===== src/rtl/mobf_pkg.sv =====
package mobf_pkg;

    // Sequencer states of the factoring engine
    typedef enum logic [1:0] {
        ST_IDLE,
        ST_CHECK,
        ST_DIVIDE,
        ST_FINISH
    } mobf_state_t;

    // Two's complement codes of the result
    localparam logic signed [1:0] MU_ZERO = 2'sb00;
    localparam logic signed [1:0] MU_POS  = 2'sb01;
    localparam logic signed [1:0] MU_NEG  = 2'sb11;

    // First trial divisor
    localparam int unsigned FIRST_DIVISOR = 2;

endpackage


===== src/rtl/mobf_divider.sv =====
module mobf_divider #(
    parameter int unsigned VALUE_BITS = 16
) (
    input  logic                  clk,
    input  logic                  rst_n,
    input  logic                  start,
    input  logic [VALUE_BITS-1:0] dividend,
    input  logic [VALUE_BITS-1:0] divisor,
    output logic                  done,
    output logic [VALUE_BITS-1:0] quotient,
    output logic [VALUE_BITS-1:0] remainder
);

    localparam int unsigned CNT_BITS = $clog2(VALUE_BITS + 1);

    logic [CNT_BITS-1:0]   count_reg, count_next;
    logic                  done_reg, done_next;
    logic [VALUE_BITS-1:0] rem_reg, rem_next;
    logic [VALUE_BITS-1:0] quot_reg, quot_next;
    logic [VALUE_BITS:0]   rem_shift;
    logic [VALUE_BITS:0]   trial;

    // One restoring step: shift in the next dividend bit, try the subtract
    always_comb
    begin
        rem_shift  = {rem_reg, quot_reg[VALUE_BITS-1]};
        trial      = rem_shift - {1'b0, divisor};
        count_next = count_reg;
        done_next  = 1'b0;
        rem_next   = rem_reg;
        quot_next  = quot_reg;
        if (start)
        begin
            count_next = CNT_BITS'(VALUE_BITS);
            rem_next   = '0;
            quot_next  = dividend;
        end
        else if (count_reg != '0)
        begin
            count_next = count_reg - 1'b1;
            done_next  = (count_reg == CNT_BITS'(1));
            if (!trial[VALUE_BITS])
            begin
                rem_next  = trial[VALUE_BITS-1:0];
                quot_next = {quot_reg[VALUE_BITS-2:0], 1'b1};
            end
            else
            begin
                rem_next  = rem_shift[VALUE_BITS-1:0];
                quot_next = {quot_reg[VALUE_BITS-2:0], 1'b0};
            end
        end
    end

    always_ff @(posedge clk or negedge rst_n)
    begin
        if (!rst_n)
        begin
            count_reg <= '0;
            done_reg  <= 1'b0;
        end
        else
        begin
            count_reg <= count_next;
            done_reg  <= done_next;
        end
    end

    always_ff @(posedge clk)
    begin
        rem_reg  <= rem_next;
        quot_reg <= quot_next;
    end

    assign done      = done_reg;
    assign quotient  = quot_reg;
    assign remainder = rem_reg;

endmodule


===== src/rtl/moebius_function.sv =====
// Moebius value by trial division, one item at a time.
// Sequence: input 0 goes from idle straight to finish, where done strobes; inputs 1, 2
// and 3 pass one check first; otherwise each check that passes starts a trial division, up to
// sqrt(value) + log2(value) trials in all.
// A new item is taken only from idle; busy stays high through the done strobe.
// Reset (rst_n low, asynchronous) returns the engine to idle with no result pending.
module moebius_function #(
    parameter int unsigned VALUE_BITS = 16
) (
    input  logic                   clk,
    input  logic                   rst_n,
    input  logic                   start,
    output logic                   busy,
    input  logic [VALUE_BITS-1:0]  value,
    output logic                   done,
    output logic signed [1:0]      mu
);

    localparam int unsigned SQ_BITS = 2 * VALUE_BITS;

    mobf_pkg::mobf_state_t state_reg, state_next;

    // Working registers of the factoring loop
    logic [VALUE_BITS-1:0] work_reg, work_next;       // part not yet factored
    logic [VALUE_BITS-1:0] divisor_reg, divisor_next; // current trial divisor
    logic [SQ_BITS-1:0]    square_reg, square_next;   // divisor squared, kept incrementally
    logic [VALUE_BITS-1:0] last_reg, last_next;       // last prime found, zero for none
    logic                  parity_reg, parity_next;   // parity of the prime count
    logic                  repeat_reg, repeat_next;   // some prime showed up twice

    logic                  div_start;
    logic                  div_done;
    logic [VALUE_BITS-1:0] div_quot;
    logic [VALUE_BITS-1:0] div_rem;

    // Iterative divider: one quotient bit per cycle
    mobf_divider #(
        .VALUE_BITS (VALUE_BITS)
    ) u_divider (
        .clk       (clk),
        .rst_n     (rst_n),
        .start     (div_start),
        .dividend  (work_reg),
        .divisor   (divisor_reg),
        .done      (div_done),
        .quotient  (div_quot),
        .remainder (div_rem)
    );

    // Sequencer: check divisor^2 <= work, divide, take a factor or advance
    always_comb
    begin
        state_next   = state_reg;
        work_next    = work_reg;
        divisor_next = divisor_reg;
        square_next  = square_reg;
        last_next    = last_reg;
        parity_next  = parity_reg;
        repeat_next  = repeat_reg;
        div_start    = 1'b0;
        busy         = (state_reg != mobf_pkg::ST_IDLE);
        done         = 1'b0;
        mu           = mobf_pkg::MU_ZERO;

        case (state_reg)
            mobf_pkg::ST_IDLE:
            begin
                if (start)
                begin
                    // Load a fresh item; zero is divisible by every square
                    work_next    = value;
                    divisor_next = VALUE_BITS'(mobf_pkg::FIRST_DIVISOR);
                    square_next  = SQ_BITS'(mobf_pkg::FIRST_DIVISOR * mobf_pkg::FIRST_DIVISOR);
                    last_next    = '0;
                    parity_next  = 1'b0;
                    repeat_next  = (value == '0);
                    state_next   = (value == '0) ? mobf_pkg::ST_FINISH : mobf_pkg::ST_CHECK;
                end
            end

            mobf_pkg::ST_CHECK:
            begin
                if (square_reg <= {{VALUE_BITS{1'b0}}, work_reg})
                begin
                    div_start  = 1'b1;
                    state_next = mobf_pkg::ST_DIVIDE;
                end
                else
                begin
                    // What is left above one is itself a prime factor
                    if (work_reg > VALUE_BITS'(1))
                    begin
                        if (work_reg == last_reg)
                        begin
                            repeat_next = 1'b1;
                        end
                        last_next   = work_reg;
                        parity_next = ~parity_reg;
                        work_next   = VALUE_BITS'(1);
                    end
                    state_next = mobf_pkg::ST_FINISH;
                end
            end

            mobf_pkg::ST_DIVIDE:
            begin
                if (div_done)
                begin
                    if (div_rem == '0)
                    begin
                        // Divisor is a prime factor: drop it from the work value
                        work_next = div_quot;
                        if (divisor_reg == last_reg)
                        begin
                            repeat_next = 1'b1;
                        end
                        last_next   = divisor_reg;
                        parity_next = ~parity_reg;
                    end
                    else
                    begin
                        // Advance: (d+1)^2 = d^2 + 2d + 1
                        divisor_next = divisor_reg + 1'b1;
                        square_next  = square_reg
                                     + SQ_BITS'({divisor_reg, 1'b1});
                    end
                    state_next = mobf_pkg::ST_CHECK;
                end
            end

            mobf_pkg::ST_FINISH:
            begin
                // Present the result for exactly one cycle
                done = 1'b1;
                if (repeat_reg)
                begin
                    mu = mobf_pkg::MU_ZERO;
                end
                else if (parity_reg)
                begin
                    mu = mobf_pkg::MU_NEG;
                end
                else
                begin
                    mu = mobf_pkg::MU_POS;
                end
                state_next = mobf_pkg::ST_IDLE;
            end

            default:
            begin
                state_next = mobf_pkg::ST_IDLE;
            end
        endcase
    end

    always_ff @(posedge clk or negedge rst_n)
    begin
        if (!rst_n)
        begin
            state_reg <= mobf_pkg::ST_IDLE;
        end
        else
        begin
            state_reg <= state_next;
        end
    end

    // Working registers carry no reset; each item loads them
    always_ff @(posedge clk)
    begin
        work_reg    <= work_next;
        divisor_reg <= divisor_next;
        square_reg  <= square_next;
        last_reg    <= last_next;
        parity_reg  <= parity_next;
        repeat_reg  <= repeat_next;
    end

endmodule


===== config.mk =====
export PLATFORM = sky130hd
export DESIGN_NAME = moebius_function
export DESIGN_NICKNAME = d
export VERILOG_FILES = /design/src/rtl/mobf_pkg.sv /design/src/rtl/mobf_divider.sv /design/src/rtl/moebius_function.sv
export SDC_FILE = /design/constraint.sdc
export NUM_CORES = 1
export LEC_CHECK = 0
export BUFFER_PORTS_ARGS = -buffer_cell sky130_fd_sc_hd__buf_2
export CORE_UTILIZATION = 65
export CTS_CLUSTER_DIAMETER = 60
export DETAILED_ROUTE_END_ITERATION = 10
export GPL_ROUTABILITY_DRIVEN = 0
export PLACE_DENSITY = 0.81
export SLEW_MARGIN = 20
export SYNTH_ARGS = -nofsm -noshare
export SYNTH_HDL_FRONTEND = slang
export SYNTH_SLANG_ARGS = --single-unit

===== constraint.sdc =====
create_clock -name clk -period 14.9 [get_ports clk]
set_input_delay 1.49 -clock clk [delete_from_list [all_inputs] [get_ports clk]]
set_output_delay 1.49 -clock clk [all_outputs]
set_load 0.03 [all_outputs]

-- Word-level counts from Yosys, hierarchy flattened
Index checks and enable logic that the tools add are counted.
- register bits: 122
- bits in latches: 0
- memory bits (writable): 0
- memory bits (read-only): 0
- output and inout port bits: 4
- logic and storage cells: 97
- memories: 0
- add/subtract/negate cells: 4
- $mul: 0
- div/mod/pow operators: 0
- magnitude comparators: 2
- equality and inequality tests: 14
- shift-type cells: 0
- multiplexer cells: 53
- bitwise gates (word level): 1
- reduce and logical (&&, ||, !) cells: 12
- operators with widths (cell ; count):
    $mux 16 ; 16
    $mux 32 ; 3
    $pmux 16 s3 ; 2
    $pmux 32 s2 ; 1
    $add 32x17->32 ; 1
    $eq 16x16->1 ; 2
    $le 32x16->1 ; 1
    $logic_not 16->1 ; 2
    $pmux 16 s2 ; 1
    $mux 1 ; 19
    $sub 17x16->17 ; 1
    $add 16x1->16 const B ; 1
    $gt 16x1->1 const B ; 1
    $ne 2x2->1 const B ; 7
    $mux 2 ; 6
    $mux 5 ; 2
    $pmux 2 s4 ; 1
    $reduce_and 8->1 ; 1
    $pmux 1 s3 ; 2
    $reduce_and 6->1 ; 1
    $reduce_bool 2->1 ; 3
    $eq 5x1->1 const B ; 1
    $reduce_bool 5->1 ; 1
    $sub 5x1->5 const B ; 1
    other kinds (8) ; 9

-- Logic depth before layout (Yosys ltp)
- word-level depth: 5
- mapped depth: 12
- gate-level depth less buffers: 10

-- Modules after synthesis
From an unflattened synthesis, not the netlist that was laid out.
- cells, all modules: 905
- area total of the unflattened synthesis: 8683.3 µm²
- modules (own cells, without submodules) (module ; instances ; cells each ; area each (µm²) ; seq. area each (µm²)):
    moebius_function ; 1 ; 609 ; 5901.9 ; 2512.4
    mobf_divider ; 1 ; 296 ; 2781.4 ; 950.9

-- Least setup slack after synthesis
No wires, ideal clock.
- kind: in2reg
- from: in start
- to: reg divisor_reg[0], enable pin
- setup time: 0.526 ns
- arrival: 5.256 ns
- path slack: 9.118 ns
- cell stages on the path: 2
- buffers on the path: 0
- path through: o22ai_1 a211oi_1
- cells in the longest elaborated chain, start to end: 2
- ends and longest elaborated chain (what ; RTL line ; RTL):
    start, declared ; moebius_function.sv:12 ; input logic start,
    $ne 2x2->1 (no line) ; n/a ;
    $reduce_and 4->1 (no line) ; n/a ;
    end signal, assigned ; moebius_function.sv:173 ; divisor_reg <= divisor_next;
    end, declared ; moebius_function.sv:25 ; logic [VALUE_BITS-1:0] divisor_reg, divisor_next;
No other way between the ends.
A chain may end at the register's enable or synchronous reset.

-- Final worst setup path
- from: reg divisor_reg[0]
- to: reg u_divider.rem_reg[8], in the netlist u_divider.remainder[8]
- cells in the longest elaborated chain, start to end: 2
- ends and longest elaborated chain (what ; RTL line ; RTL):
    $sub 17x16->17 ; mobf_divider.sv:27 ; trial = rem_shift - {1'b0, divisor};
    $mux 16 ; mobf_divider.sv:42 ; if (!trial[VALUE_BITS])
    end signal, assigned ; mobf_divider.sv:71 ; rem_reg <= rem_next;
    end, declared ; mobf_divider.sv:18 ; logic [VALUE_BITS-1:0] rem_reg, rem_next;
No other way between the ends.

==> key figures <==
Die
  • Top-Level Pins: 23
  • Die Y: 115 um
  • Die footprint: 13300 um2
  • Row count: 40
  • Core area: 12300 um2
  • Initial Util: 67.9%
  • Die width: 115 um

Clock tree
  • Worst skew pair latency: 420 ps
  • PostCTS Resize Cnt: 0
  • Post-CTS setup buffers: 0
  • Clk pin slew, worst setup/hold paths: 60 ps
  • Clock sinks: 122
  • CTS tree: yes
  • Num CTS Buffers: 17
  • H-tree depth: 4
  • Clk root buf: clkbuf_16
  • Hold_buf cts: 0
  • CTS max path bufs: 2

Timing
  • Setup TNS: 0 ps
  • Clock skew: 6.20 ps
  • Setup violators final: 0
  • Minimum clock period after layout: 3480 ps
  • RSZ-0062 raised after global routing: false
  • Slack of the critical path: 11420 ps
  • Slew Viols, Final: 0
  • Maximum clock rate: 287 MHz
  • Hold Fails Final Rpt: 0
  • Fin crit share: 23.4%
  • Worst slew margin: 26.3%
  • Slew @ Worst Pin: 1110 ps

Yosys
  • Share of the synthesized area in the top cell type: 35.4%
  • Sequential share of the synthesized area: 41.6%
  • Cell with the most instances after synthesis: edfxtp_1
  • Synth Register Bits: 122
  • Post-synth net total: 938
  • EDFF count, synth: 98
  • Commonest cells in the netlist: edfxtp_1 (98), nor2_1 (80), nand2_1 (64)
  • Post-synth top flop: edfxtp_1
  • Post-Synthesis Cells: 860
  • Synthesized cell area: 8320 um2
  • Ys async rst share: 6.56%
  • Yosys warnings: 0
  • Area leader, netlist: edfxtp_1
  • Syn Area/Cell: 9.67 um2
  • Netlist cell types: 64
  • Most area-consuming cells after synthesis: edfxtp_1 (35%), ha_1 (8.6%), xnor2_1 (5.9%)

Detailed routing
  • Via-to-Cell Ratio: 6.64
  • # DRC: 0
  • Metal-1 WL: 8.49 mm
  • Detailed Route Iter0 Violations: 750
  • Pre-antenna DRT Iters: 5
  • Via count: 6974
  • DR top layer: met4
  • WL/cell: 20.4 um
  • ANT nets after route: 0
  • Total wire length: 21.5 mm
  • Met3 wire len: 1.92 mm
  • Met2 WL: 10.3 mm

Finish
  • # fillers: 794
  • Inserted Diodes: 0
  • Final nets: 947
  • Layout overhead on the synthesized area: 9.25%
  • Number of flip-flops in the largest register: 32
  • Layout cells sized above 1: 8.96%

Global route
  • Maximum number of pins on one net before global-route repair: 49
  • First-pass GRT wire length: 33.9 mm
  • Vias in the first global route: 6569
  • GRT Util Overall: 34.0%
  • Initial antenna violation count: 0
  • Remaining global-route overflow: 0

Run
  • Max Cap Viol: 0

Worst setup path
  • Worst r2r src: divisor_reg[0]
  • CP max stage delay: 760 ps
  • Kind of cell adding the most delay to the critical path: simple AND/OR/NAND/NOR gates
  • Data arrival, critical path: 3730 ps
  • Critical path peak fanout: 14
  • FF-to-FF path depth: 9
  • Flop-to-flop setup slack: 11420 ps
  • Buf/Inv on CP: 0
  • Startpoint types: flop
  • RR Endpoint: u_divider.remainder[8]
  • Crit path depth: 9
  • CP cell instances: ha_1 -> fa_1 -> nand2b_1 -> a21o_1 -> a31o_4 -> o21ai_1 -> and2_1 -> mux2i_1 -> a211oi_1
  • Critical path class: flop to flop
  • CP Capture Type: flop
  • Req. time, crit path: 15150 ps
  • Slowest CP cell: and2_1

Hold path
  • Hold Crit Depth: 2
  • Worst hold path type: flop to flop
  • Hold Startpoint: u_divider.remainder[1]
  • Hold path endpoint: u_divider.remainder[1]

Placement
  • Pre-CTS WS: 11560 ps
  • HPWL after DPL: 14.7 mm
  • IO Port Bufs: 22

Run status
  • Outcome: finished clean
cell families (layout without fill, tap and decap cells):
logic type      after synthesis  in the layout  share of synthesized area, %
mux                          35             35                          4.47
flops                       122            122                          41.6
compound gates              190            190                          15.7
fa+ha+maj                    59             59                          9.05
buf+inv                      98            120                          4.90
xor+xnor                     71             71                          7.47
simple gates                285            285                          16.8
stage by stage:
stage | instances | hold WS [ps] | util [%] | cell area [um2]
6_report | 1050 | 537 | 74.1 | 9090
5_1_grt | 1050 | 554 | 74.1 | 9090
4_1_cts | 1050 | 530 | 74.1 | 9090
3_5_place_dp | 1018 | 525 | 69.5 | 8530
3_3_place_gp | 1018 | 508 | 69.5 | 8530
2_1_floorplan | 860 | 475 | - | 8320
area by class of cell:
class                   instances  area [um2]  share of cell area (%)
repair buffers                 26         140                    1.54
inverters                      62         233                    2.56
clock buffers                  19         433                    4.76
clock inverters                13         129                    1.42
multi-input cells             640        4480                    49.3
well taps                     168         210                    2.31
flip-flops and latches        122        3460                    38.1
routing by layer:
metal / vias to the layer above / global-route usage [%]
li1: 3155 / -
met1: 3327 / 43.5
met2: 419 / 55.6
met3: 73 / 6.80
met4: 0 / 15.8
met5: - / 0
worst register-to-register path, stage by stage, from the launching register on:
cell      delay (ps)
edfxtp_1         500
ha_1             280
fa_1             400
nand2b_1         190
a21o_1           210
a31o_4           260
o21ai_1          250
and2_1           760
mux2i_1          340
a211oi_1         120
cells in the final DEF (no fill, tap or decap), drive strengths merged, types with 4 or more instances in the layout:
cell | Yosys | layout
xor2 | 15 | 15
nor4 | 21 | 21
nor2b | 7 | 7
mux2i | 18 | 18
o21a | 9 | 9
and3 | 13 | 13
a21o | 11 | 11
nand4 | 18 | 18
nor3 | 14 | 14
and2 | 7 | 7
nand2 | 64 | 64
o211ai | 7 | 7
ha | 57 | 57
o22ai | 4 | 4
o21ai | 43 | 43
dfxtp | 16 | 16
dfrtp | 8 | 8
or3 | 8 | 8
a21oi | 46 | 46
clkbuf | 27 | 19
nor2 | 80 | 80
mux2 | 17 | 17
clkinv | 0 | 7
edfxtp | 98 | 98
clkinvlp | 0 | 4
buf | 9 | 26
a31oi | 5 | 5
nand2b | 17 | 17
a211oi | 26 | 26
a22o | 16 | 16
nand3 | 26 | 26
xnor2 | 56 | 56
inv | 62 | 62
how the worst max path moves through the flow:
stage | start | to | slack (ps)
final | divisor_reg[0] | u_divider.remainder[8] | 11420
after global routing | divisor_reg[0] | u_divider.remainder[8] | 11310
after CTS | divisor_reg[0] | u_divider.remainder[8] | 11520
after detailed placement | work_reg[15] | u_divider.quotient[4] | 11560
after global placement | work_reg[10] | u_divider.quotient[4] | 11680
after floorplan | start | divisor_reg[0] | 9120
Power is left out: the tool's default activity adds up to more than one toggle a clock period on the data nets, which glitch-free logic cannot reach.
